<file path="src/rtl/fwc_pkg.sv">
// Shared types, constants and helpers for the four-channel PWM dimmer.
// No dependencies; fwc_fade, fwc_pwm and the top level refer to this package by scoped names.
`timescale 1ns / 1ps

package fwc_pkg;

	localparam int NUM_CH    = 4;
	localparam int CH_W      = 2;
	localparam int DUTY_W    = 7;
	localparam int CNT_W     = 7;
	localparam int TIME_W    = 21;
	localparam int PERIOD_W  = 20;
	localparam int STEPS_W   = 8;
	localparam int CFG_IDX_W = 2;
	localparam int CFG_DAT_W = 20;

	localparam logic [CNT_W-1:0]  PWM_TOP    = 7'd100;
	localparam logic [TIME_W-1:0] TICK_US    = 21'd100;
	localparam logic [7:0]        DUTY_LIMIT = 8'd100;

	typedef enum logic {
		FUNC_TICK = 1'b0,
		FUNC_SET  = 1'b1
	} func_t;

	typedef enum logic [CFG_IDX_W-1:0] {
		CFG_FADE_ENABLE = 2'd0,
		CFG_FADE_PERIOD = 2'd1,
		CFG_FADE_STEPS  = 2'd2,
		CFG_UNUSED      = 2'd3
	} cfg_idx_t;

	// Duty writes issued by one fade step, one slot per channel.
	typedef struct packed {
		logic [NUM_CH-1:0]             we;
		logic [NUM_CH-1:0][DUTY_W-1:0] val;
	} fade_wr_t;

	// Clamp a requested duty to the limit of 100.
	function automatic logic [DUTY_W-1:0] clamp_duty(input logic [7:0] v);
		logic [7:0] c;
		c = (v > DUTY_LIMIT) ? DUTY_LIMIT : v;
		return c[DUTY_W-1:0];
	endfunction

endpackage

</file>
<file path="src/rtl/fwc_fade.sv">
// Crossfade sequencer: time accumulator, progress count and active channel.
// Depends on fwc_pkg; emits per-channel duty writes as fwc_pkg::fade_wr_t.
`timescale 1ns / 1ps

module fwc_fade (
	input  logic                                clk,
	input  logic                                arst_n,
	input  logic                                step,
	input  logic [fwc_pkg::PERIOD_W-1:0]        period,
	input  logic [fwc_pkg::STEPS_W-1:0]         steps,
	output fwc_pkg::fade_wr_t                   fade_wr
);

	logic [fwc_pkg::TIME_W-1:0]  time_q;
	logic [fwc_pkg::STEPS_W-1:0] prog_q;
	logic [fwc_pkg::CH_W-1:0]    ch_q;

	logic [fwc_pkg::TIME_W-1:0]  time_sum;
	logic                        fire;
	logic [fwc_pkg::STEPS_W:0]   next_p;
	logic                        rot;
	logic [fwc_pkg::STEPS_W-1:0] new_prog;
	logic [fwc_pkg::CH_W-1:0]    new_ch;
	logic [fwc_pkg::CH_W-1:0]    nxt_ch;
	logic [fwc_pkg::STEPS_W-1:0] a_val;

	assign time_sum = time_q + fwc_pkg::TICK_US;
	assign fire     = !(time_sum < {1'b0, period});
	assign next_p   = {1'b0, prog_q} + 9'd1;
	assign rot      = !(next_p < {1'b0, steps});
	assign new_prog = rot ? '0 : next_p[fwc_pkg::STEPS_W-1:0];
	assign new_ch   = rot ? ch_q + 2'd1 : ch_q;
	assign nxt_ch   = new_ch + 2'd1;
	assign a_val    = steps - new_prog;

	always_comb begin
		fade_wr = '0;
		if (step && fire) begin
			// drop the outgoing channel before the new pair is written
			if (rot) begin
				fade_wr.we[ch_q]  = 1'b1;
				fade_wr.val[ch_q] = '0;
			end
			fade_wr.we[new_ch]  = 1'b1;
			fade_wr.val[new_ch] = fwc_pkg::clamp_duty(a_val);
			fade_wr.we[nxt_ch]  = 1'b1;
			fade_wr.val[nxt_ch] = fwc_pkg::clamp_duty(new_prog);
		end
	end

	always_ff @(posedge clk or negedge arst_n) begin
		if (!arst_n) begin
			time_q <= '0;
			prog_q <= '0;
			ch_q   <= '0;
		end else if (step) begin
			if (fire) begin
				time_q <= '0;
				prog_q <= new_prog;
				ch_q   <= new_ch;
			end else begin
				time_q <= time_sum;
			end
		end
	end

endmodule

</file>
<file path="src/rtl/fwc_pwm.sv">
// PWM core: shared counter, four duty compare registers and the LED register.
// Depends on fwc_pkg; takes set writes from the input word and fade writes from fwc_fade.
`timescale 1ns / 1ps

module fwc_pwm (
	input  logic                              clk,
	input  logic                              arst_n,
	input  logic                              tick,
	input  logic                              set,
	input  logic [2:0]                        set_ch,
	input  logic [7:0]                        set_duty,
	input  fwc_pkg::fade_wr_t                 fade_wr,
	output logic [fwc_pkg::NUM_CH-1:0]        leds
);

	logic [fwc_pkg::CNT_W-1:0]                       cnt_q;
	logic [fwc_pkg::NUM_CH-1:0][fwc_pkg::DUTY_W-1:0] duty_q;
	logic [fwc_pkg::NUM_CH-1:0]                      led_q;
	logic [fwc_pkg::NUM_CH-1:0]                      cmp;

	always_comb begin
		for (int i = 0; i < fwc_pkg::NUM_CH; i++) begin
			cmp[i] = duty_q[i] > cnt_q;
		end
	end

	// A set word repeats the held LED state.
	assign leds = tick ? cmp : led_q;

	always_ff @(posedge clk or negedge arst_n) begin
		if (!arst_n) begin
			cnt_q  <= '0;
			duty_q <= '0;
			led_q  <= '0;
		end else if (tick) begin
			led_q <= cmp;
			cnt_q <= (cnt_q > fwc_pkg::PWM_TOP) ? '0 : cnt_q + 7'd1;
			for (int i = 0; i < fwc_pkg::NUM_CH; i++) begin
				if (fade_wr.we[i]) begin
					duty_q[i] <= fade_wr.val[i];
				end
			end
		end else if (set && !set_ch[2]) begin
			duty_q[set_ch[1:0]] <= fwc_pkg::clamp_duty(set_duty);
		end
	end

endmodule

</file>
<file path="src/rtl/four_channel_pwm_with_crossfade.sv">
// Four-channel PWM LED dimmer with crossfade: input register, core, result register.
// Depends on fwc_pkg, fwc_fade and fwc_pwm.
`timescale 1ns / 1ps

// Usage
//   Input channel (in_valid / in_stall, func, channel, duty): a tick word
//   (func = 0) samples all four channels against the shared PWM counter and
//   advances the counter and, when enabled, the crossfade; a set word
//   (func = 1) writes one channel duty, clamped to 100, channels above 3 drop.
//   Output channel (out_valid / out_stall, led_levels): one word per input
//   word, in order. A set word returns the LED state of the last tick.
//   Config channel (cfg_valid / cfg_ready, cfg_index, cfg_data): index 0 is
//   fade enable, 1 the fade period in microseconds, 2 the step count; index 3
//   is ignored. cfg_ready is always high; write only while the block is idle.
// Timing
//   Each word passes the input register, then the result register.
//   Throughput is one word per cycle while out_stall is low, set by the single registered pass
//   through the compare and fade-step logic.
// Reset
//   arst_n clears counter, duties, LED state, fade state and config registers.
// Backpressure
//   While out_stall holds a full result register, one more word sits in the
//   input register; in_stall rises only when both are full.

module four_channel_pwm_with_crossfade (
	input  logic                              clk,
	input  logic                              arst_n,
	input  logic                              in_valid,
	output logic                              in_stall,
	input  logic                              func,
	input  logic [2:0]                        channel,
	input  logic [7:0]                        duty,
	output logic                              out_valid,
	input  logic                              out_stall,
	output logic [3:0]                        led_levels,
	input  logic                              cfg_valid,
	output logic                              cfg_ready,
	input  logic [fwc_pkg::CFG_IDX_W-1:0]     cfg_index,
	input  logic [fwc_pkg::CFG_DAT_W-1:0]     cfg_data
);

	// config registers
	logic                             fade_en_q;
	logic [fwc_pkg::PERIOD_W-1:0]     period_q;
	logic [fwc_pkg::STEPS_W-1:0]      steps_q;

	// input register
	logic                             valid_s1;
	logic                             func_s1;
	logic [2:0]                       ch_s1;
	logic [7:0]                       duty_s1;

	// result register
	logic                             out_valid_q;
	logic [fwc_pkg::NUM_CH-1:0]       led_q;

	logic                             out_free;
	logic                             take_s1;
	logic                             in_take;
	logic                             tick;
	logic                             set;
	logic [fwc_pkg::NUM_CH-1:0]       leds;
	fwc_pkg::fade_wr_t                fade_wr;

	assign cfg_ready = 1'b1;

	always_ff @(posedge clk or negedge arst_n) begin
		if (!arst_n) begin
			fade_en_q <= 1'b0;
			period_q  <= '0;
			steps_q   <= '0;
		end else if (cfg_valid && cfg_ready) begin
			unique case (cfg_index)
				fwc_pkg::CFG_FADE_ENABLE: fade_en_q <= cfg_data[0];
				fwc_pkg::CFG_FADE_PERIOD: period_q  <= cfg_data;
				fwc_pkg::CFG_FADE_STEPS:  steps_q   <= cfg_data[fwc_pkg::STEPS_W-1:0];
				default: ;
			endcase
		end
	end

	// The result register frees when empty or when its word leaves this cycle.
	assign out_free = !out_valid_q || !out_stall;
	assign take_s1  = valid_s1 && out_free;
	assign in_stall = valid_s1 && !out_free;
	assign in_take  = in_valid && !in_stall;

	always_ff @(posedge clk or negedge arst_n) begin
		if (!arst_n) begin
			valid_s1 <= 1'b0;
		end else if (in_take) begin
			valid_s1 <= 1'b1;
		end else if (take_s1) begin
			valid_s1 <= 1'b0;
		end
	end

	// hold the payload while the word waits
	always_ff @(posedge clk) begin
		if (in_take) begin
			func_s1 <= func;
			ch_s1   <= channel;
			duty_s1 <= duty;
		end
	end

	assign tick = take_s1 && (func_s1 == fwc_pkg::FUNC_TICK);
	assign set  = take_s1 && (func_s1 == fwc_pkg::FUNC_SET);

	fwc_fade u_fade (
		.clk     (clk),
		.arst_n  (arst_n),
		.step    (tick && fade_en_q),
		.period  (period_q),
		.steps   (steps_q),
		.fade_wr (fade_wr)
	);

	fwc_pwm u_pwm (
		.clk      (clk),
		.arst_n   (arst_n),
		.tick     (tick),
		.set      (set),
		.set_ch   (ch_s1),
		.set_duty (duty_s1),
		.fade_wr  (fade_wr),
		.leds     (leds)
	);

	always_ff @(posedge clk or negedge arst_n) begin
		if (!arst_n) begin
			out_valid_q <= 1'b0;
		end else if (out_free) begin
			out_valid_q <= take_s1;
		end
	end

	always_ff @(posedge clk) begin
		if (take_s1) begin
			led_q <= leds;
		end
	end

	assign out_valid  = out_valid_q;
	assign led_levels = led_q;

endmodule

</file>
<file path="config.mk">
export PLATFORM = sky130hd
export DESIGN_NAME = four_channel_pwm_with_crossfade
export DESIGN_NICKNAME = d
export VERILOG_FILES = /design/src/rtl/fwc_pkg.sv /design/src/rtl/fwc_fade.sv /design/src/rtl/fwc_pwm.sv /design/src/rtl/four_channel_pwm_with_crossfade.sv
export SDC_FILE = /design/constraint.sdc
export NUM_CORES = 1
export LEC_CHECK = 0
export BUFFER_PORTS_ARGS = -buffer_cell sky130_fd_sc_hd__buf_2
export CAP_MARGIN = 20
export CORE_MARGIN = 10
export CORE_UTILIZATION = 26
export DETAILED_ROUTE_END_ITERATION = 6
export GPL_TIMING_DRIVEN = 0
export PLACE_DENSITY = 0.42
export SYNTH_ARGS = -nofsm -noshare
export SYNTH_HDL_FRONTEND = slang
export SYNTH_SLANG_ARGS = --single-unit
</file>
<file path="constraint.sdc">
create_clock -name clk -period 13.7 [get_ports clk]
set_input_delay 2.055 -clock clk [delete_from_list [all_inputs] [get_ports clk]]
set_output_delay 2.055 -clock clk [all_outputs]
set_load 0.01 [all_outputs]
</file>
==> report_table.html <==
<table>
<tr><th>Metric</th><th>Value</th></tr>
<tr><th colspan="2">Yosys</th></tr>
<tr><td>Synthesized area</td><td>8110 µm²</td></tr>
<tr><td>Most used flip-flop cell after synthesis</td><td>sky130_fd_sc_hd__dfrtp_1</td></tr>
<tr><td>Synthesized area per cell</td><td>9.26 µm²</td></tr>
<tr><td>Fraction of registers with async set/reset</td><td>0.861</td></tr>
<tr><td>Number of enable flip-flop cells after synthesis</td><td>16</td></tr>
<tr><td>Ys Warns</td><td>0</td></tr>
<tr><td>Biggest area consumer among synthesized cells</td><td>sky130_fd_sc_hd__dfrtp_1</td></tr>
<tr><td>Area contributors post-synth</td><td>sky130_fd_sc_hd__dfrtp_1 (31%), sky130_fd_sc_hd__ha_1 (11%), sky130_fd_sc_hd__edfxtp_1 (5.9%), sky130_fd_sc_hd__mux2_2 (4.4%), sky130_fd_sc_hd__nand2_1 (4.2%)</td></tr>
<tr><td>Count of different cell masters after synthesis</td><td>87</td></tr>
<tr><td>Synthesis-stage register bit count</td><td>115</td></tr>
<tr><td>Number of instances in the synthesized netlist</td><td>875</td></tr>
<tr><td>Sequential element share of the synthesized area</td><td>0.365</td></tr>
<tr><td>Net count after synthesis</td><td>985</td></tr>
<tr><td>Top cell type's share of synthesized area</td><td>0.306</td></tr>
<tr><th colspan="2">Power and ir drop</th></tr>
<tr><td>Standby leakage power</td><td>4.03 nW</td></tr>
<tr><td>Power per Cell Area</td><td>145 nW/µm²</td></tr>
<tr><td>Post-layout total power</td><td>1.37 mW</td></tr>
<tr><td>Worst-case vdd ir drop</td><td>0.0982 mV</td></tr>
<tr><th colspan="2">Clock tree</th></tr>
<tr><td>Insertion delay of the later-clocked pin in the worst-skew pair</td><td>0.42 ns</td></tr>
<tr><td>Number of buffers added to fix hold violations after cts</td><td>0</td></tr>
<tr><td>Clock transition at the registers of the reported paths</td><td>0.06 ns</td></tr>
<tr><td>CTS sink cnt</td><td>115</td></tr>
<tr><td>Clock root buffer</td><td>sky130_fd_sc_hd__clkbuf_16</td></tr>
<tr><td>TritonCTS clock tree</td><td>yes</td></tr>
<tr><td>TritonCTS buffer count</td><td>17</td></tr>
<tr><td>H-tree depth reported by CTS</td><td>4</td></tr>
<tr><td>CTS resizes</td><td>0</td></tr>
<tr><td>Buffer levels on the longest clock path</td><td>2</td></tr>
<tr><td>Count of buffers added by post-CTS timing repair for setup</td><td>0</td></tr>
<tr><th colspan="2">Cells and area</th></tr>
<tr><td>Share of final-layout standard cells stronger than drive strength 1</td><td>0.165</td></tr>
<tr><td>Number of nets at the end of the flow</td><td>1049</td></tr>
<tr><td>Leading cell types in the layout, fill and taps excluded</td><td>sky130_fd_sc_hd__dfrtp_1 (99), sky130_fd_sc_hd__nand2_1 (90), sky130_fd_sc_hd__ha_1 (70)</td></tr>
<tr><td>Fillcell total</td><td>3192</td></tr>
<tr><td>Share of the core filled with cells</td><td>0.308</td></tr>
<tr><td>Storage cell area</td><td>2960 µm²</td></tr>
<tr><td># diodes</td><td>0</td></tr>
<tr><td>Synth-to-Final Area Change</td><td>16.5%</td></tr>
<tr><td>Most common library cell in the layout ignoring fill and taps</td><td>sky130_fd_sc_hd__dfrtp_1</td></tr>
<tr><td>Area of the multi-input gates</td><td>4770 µm²</td></tr>
<tr><th colspan="2">Floorplanning</th></tr>
<tr><td>Die ar.</td><td>38600 µm²</td></tr>
<tr><td>Cell Rows</td><td>64</td></tr>
<tr><td>Number of primary I/O pins</td><td>46</td></tr>
<tr><td>Die X-Extent</td><td>197 µm</td></tr>
<tr><td>Floorplan die height</td><td>197 µm</td></tr>
<tr><td>Floorplan core area</td><td>30700 µm²</td></tr>
<tr><td>Effective utilization at floorplan</td><td>0.264</td></tr>
<tr><th colspan="2">Placed design</th></tr>
<tr><td>Count of input and output buffers</td><td>44</td></tr>
<tr><td>Gp weighted congestion</td><td>0.878</td></tr>
<tr><td>HPWL after DPL</td><td>19200 µm</td></tr>
<tr><td>Setup WS pre-CTS</td><td>7.47 ns</td></tr>
<tr><th colspan="2">Route</th></tr>
<tr><td>1st-iter DRT viols</td><td>512</td></tr>
<tr><td>Remaining number of nets flagged by the antenna check after routing</td><td>0</td></tr>
<tr><td>Average wire per standard cell</td><td>18.5 µm</td></tr>
<tr><td>DR pass1 iterations</td><td>5</td></tr>
<tr><td>DRC errors left</td><td>0</td></tr>
<tr><td>Aggregate routed wire length</td><td>24900 µm</td></tr>
<tr><td>Mean number of vias per cell</td><td>5.10</td></tr>
<tr><td>Via count of the routed design</td><td>6869</td></tr>
<tr><th colspan="2">Critical path</th></tr>
<tr><td>Origin of the worst setup path</td><td>u_fade.prog_q[1]</td></tr>
<tr><td>Max stage delay on crit path</td><td>0.64 ns</td></tr>
<tr><td>Worst flop-to-flop path startpoint</td><td>u_fade.prog_q[1]</td></tr>
<tr><td>Maximum fanout count along the critical path</td><td>10</td></tr>
<tr><td>Crit path max-delay cell type</td><td>sky130_fd_sc_hd__nor4b_1</td></tr>
<tr><td>Setup crit end kind</td><td>register</td></tr>
<tr><td>Chain of cells forming the critical path</td><td>ha_1 &gt; nand4_1 &gt; or3_1 &gt; nand2_1 &gt; ha_1 &gt; and3_1 &gt; o21ai_1 &gt; o211a_1 &gt; buf_4 &gt; buf_2 &gt; buf_2 &gt; nand2_1 &gt; ha_1 &gt; nor4b_1 &gt; a2111oi_0 &gt; and3_1 &gt; buf_2 &gt; a311oi_2 &gt; nor4b_1 &gt; a211oi_1 &gt; o211ai_1</td></tr>
<tr><td>Launching element type of the critical path</td><td>register</td></tr>
<tr><td>Capturing point of the worst reg2reg path</td><td>u_pwm.duty_q[8]</td></tr>
<tr><td>Slack of the worst reg-to-reg path</td><td>7.35 ns</td></tr>
<tr><td>Critical Path AT</td><td>6.69 ns</td></tr>
<tr><td>Number of cells traversed by the worst register-to-register path</td><td>21</td></tr>
<tr><td>Category of the critical setup timing path</td><td>reg -&gt; reg</td></tr>
<tr><td>Required time of the critical path</td><td>14.04 ns</td></tr>
<tr><th colspan="2">Timing</th></tr>
<tr><td>Number of max-slew violations in the final report</td><td>0</td></tr>
<tr><td>Timing-limited maximum frequency</td><td>0.157 GHz</td></tr>
<tr><td>Number of setup violations in the final report</td><td>0</td></tr>
<tr><td>Post-route clock skew</td><td>0.00879 ns</td></tr>
<tr><td>Smallest setup slack after layout</td><td>7.35 ns</td></tr>
<tr><td>Unrepaired setup endpoints after global routing</td><td>no</td></tr>
<tr><td>Normalized max-slew margin</td><td>0.336</td></tr>
<tr><td>Final Hold Fails</td><td>0</td></tr>
<tr><td>Shortest period the worst path allows</td><td>6.35 ns</td></tr>
<tr><td>Total negative setup slack</td><td>0 ns</td></tr>
<tr><td>Transition time at the pin with the least slew margin</td><td>0.970 ns</td></tr>
<tr><td>Final period util</td><td>0.463</td></tr>
<tr><th colspan="2">Hold path</th></tr>
<tr><td>Cell depth of the worst hold path</td><td>1</td></tr>
<tr><td>Tightest Hold Check Type</td><td>reg -&gt; reg</td></tr>
<tr><td>Startpoint of the worst hold path</td><td>valid_s1</td></tr>
<tr><td>End point of the worst hold path</td><td>out_valid</td></tr>
<tr><th colspan="2">Global route</th></tr>
<tr><td>Pin count of the biggest net entering global routing</td><td>53</td></tr>
<tr><td>All-Layer GR Usage</td><td>0.131</td></tr>
<tr><td>Total grt overflow</td><td>0</td></tr>
<tr><td>Vias in the first global route</td><td>6994</td></tr>
<tr><td>Number of antenna violations at the first check in global routing</td><td>0</td></tr>
<tr><td>First-pass GRT wire length</td><td>40100 µm</td></tr>
<tr><th colspan="2">Outcome</th></tr>
<tr><td>Run status</td><td>finished clean</td></tr>
<tr><th colspan="2">Flow run</th></tr>
<tr><td>Number of violations of the max-capacitance limit</td><td>0</td></tr>
</table>
## layer usage
layer	track usage	routed length, µm
met5	0	0
met1	0.167	11500
met3	0.0251	880
met2	0.216	11900
met4	0.0461	672
## critical path, delay by kind of cell (launching register included)
family	cells	cell delay [ns]
adder cells (fa/ha/maj)	3	1.02
flip-flops	1	0.43
AO/OA/AOI/OAI	6	1.60
AND/OR/NAND/NOR	8	2.17
buffers and inverters	4	1.03
## power breakdown
part	internal [mW]	switching (mW)	total, mW	leakage [nW]
Clock	0.269	0.182	0.451	0.280
Sequential	0.413	0.0571	0.470	1.39
Combinational	0.186	0.265	0.452	2.36
## synthesized netlist by cell type, types with 5 or more instances
library cell and number:
sky130_fd_sc_hd__nor3b_1 5, sky130_fd_sc_hd__o21ai_0 66, sky130_fd_sc_hd__edfxtp_1 16, sky130_fd_sc_hd__o31a_1 5, sky130_fd_sc_hd__nor2b_1 5, sky130_fd_sc_hd__or3_1 11, sky130_fd_sc_hd__clkbuf_1 16, sky130_fd_sc_hd__nand2_1 90
sky130_fd_sc_hd__nand4_1 14, sky130_fd_sc_hd__ha_1 70, sky130_fd_sc_hd__mux2_2 32, sky130_fd_sc_hd__nor3_1 18, sky130_fd_sc_hd__xor2_1 8, sky130_fd_sc_hd__inv_1 53, sky130_fd_sc_hd__a21o_1 11, sky130_fd_sc_hd__xnor2_1 18
sky130_fd_sc_hd__a21oi_1 37, sky130_fd_sc_hd__o22ai_1 7, sky130_fd_sc_hd__and3_1 11, sky130_fd_sc_hd__nor2_1 52, sky130_fd_sc_hd__a31oi_1 10, sky130_fd_sc_hd__o21ai_1 9, sky130_fd_sc_hd__a211o_1 7, sky130_fd_sc_hd__dfrtp_1 99
sky130_fd_sc_hd__a2111oi_0 5, sky130_fd_sc_hd__nand2b_1 11, sky130_fd_sc_hd__a211oi_1 11, sky130_fd_sc_hd__buf_2 12, sky130_fd_sc_hd__o211ai_1 14, sky130_fd_sc_hd__o31ai_1 8, sky130_fd_sc_hd__nand3_1 31, sky130_fd_sc_hd__and2_1 6
sky130_fd_sc_hd__a2bb2oi_1 5
## cell type report
cell class,count,share of cell area
Tap cell,396,0.0525
Buffer,35,0.0187
Inverter,54,0.0216
Clock inverter,15,0.0168
Sequential cell,115,0.313
Multi-Input combinational cell,671,0.505
Clock buffer,17,0.0451
Timing Repair Buffer,45,0.0269
## registers in the layout, summed over array words and instances (netlist names)
register / cells
led_levels: 4
duty_s1: 8
steps_q: 8
u_fade.prog_q: 8
fade_en_q: 1
out_valid: 1
u_pwm.led_q: 4
period_q: 20
u_pwm.cnt_q: 7
valid_s1: 1
u_pwm.duty_q: 28
u_fade.ch_q: 2
ch_s1: 3
u_fade.time_q: 19
func_s1: 1
## worst max-delay path by stage
stage | to | depth (start not counted) | slack (ns)
after floorplan | u_pwm.duty_q[10] | 20 | 8.96
after global placement | u_pwm.duty_q[8] | 21 | 7.44
after detailed placement | u_pwm.duty_q[10] | 20 | 7.47
after CTS | u_pwm.duty_q[10] | 20 | 7.43
after global routing | u_pwm.duty_q[8] | 20 | 6.97
final | u_pwm.duty_q[8] | 21 | 7.35
## stage by stage
stage	hold slack [ns]	instances	instance area, µm²
2_1_floorplan	0.440	875	8110
3_3_place_gp	0.448	1315	8820
3_5_place_dp	0.460	1316	8850
4_1_cts	0.472	1348	9440
5_1_grt	0.502	1348	9440
6_report	0.473	1348	9440
## cells by family after synthesis
logic type | count (synthesis) | share of synthesized area
AND/OR/NAND/NOR | 284 | 0.180
AO/OA/AOI/OAI | 252 | 0.215
flip-flops | 115 | 0.365
buffers and inverters | 89 | 0.0469
adder cells (fa/ha/maj) | 71 | 0.111
multiplexers | 35 | 0.0482
XOR/XNOR | 28 | 0.0343
other | 1 | 0.000463
No activity file was read; power rests on OpenSTA's default activity.
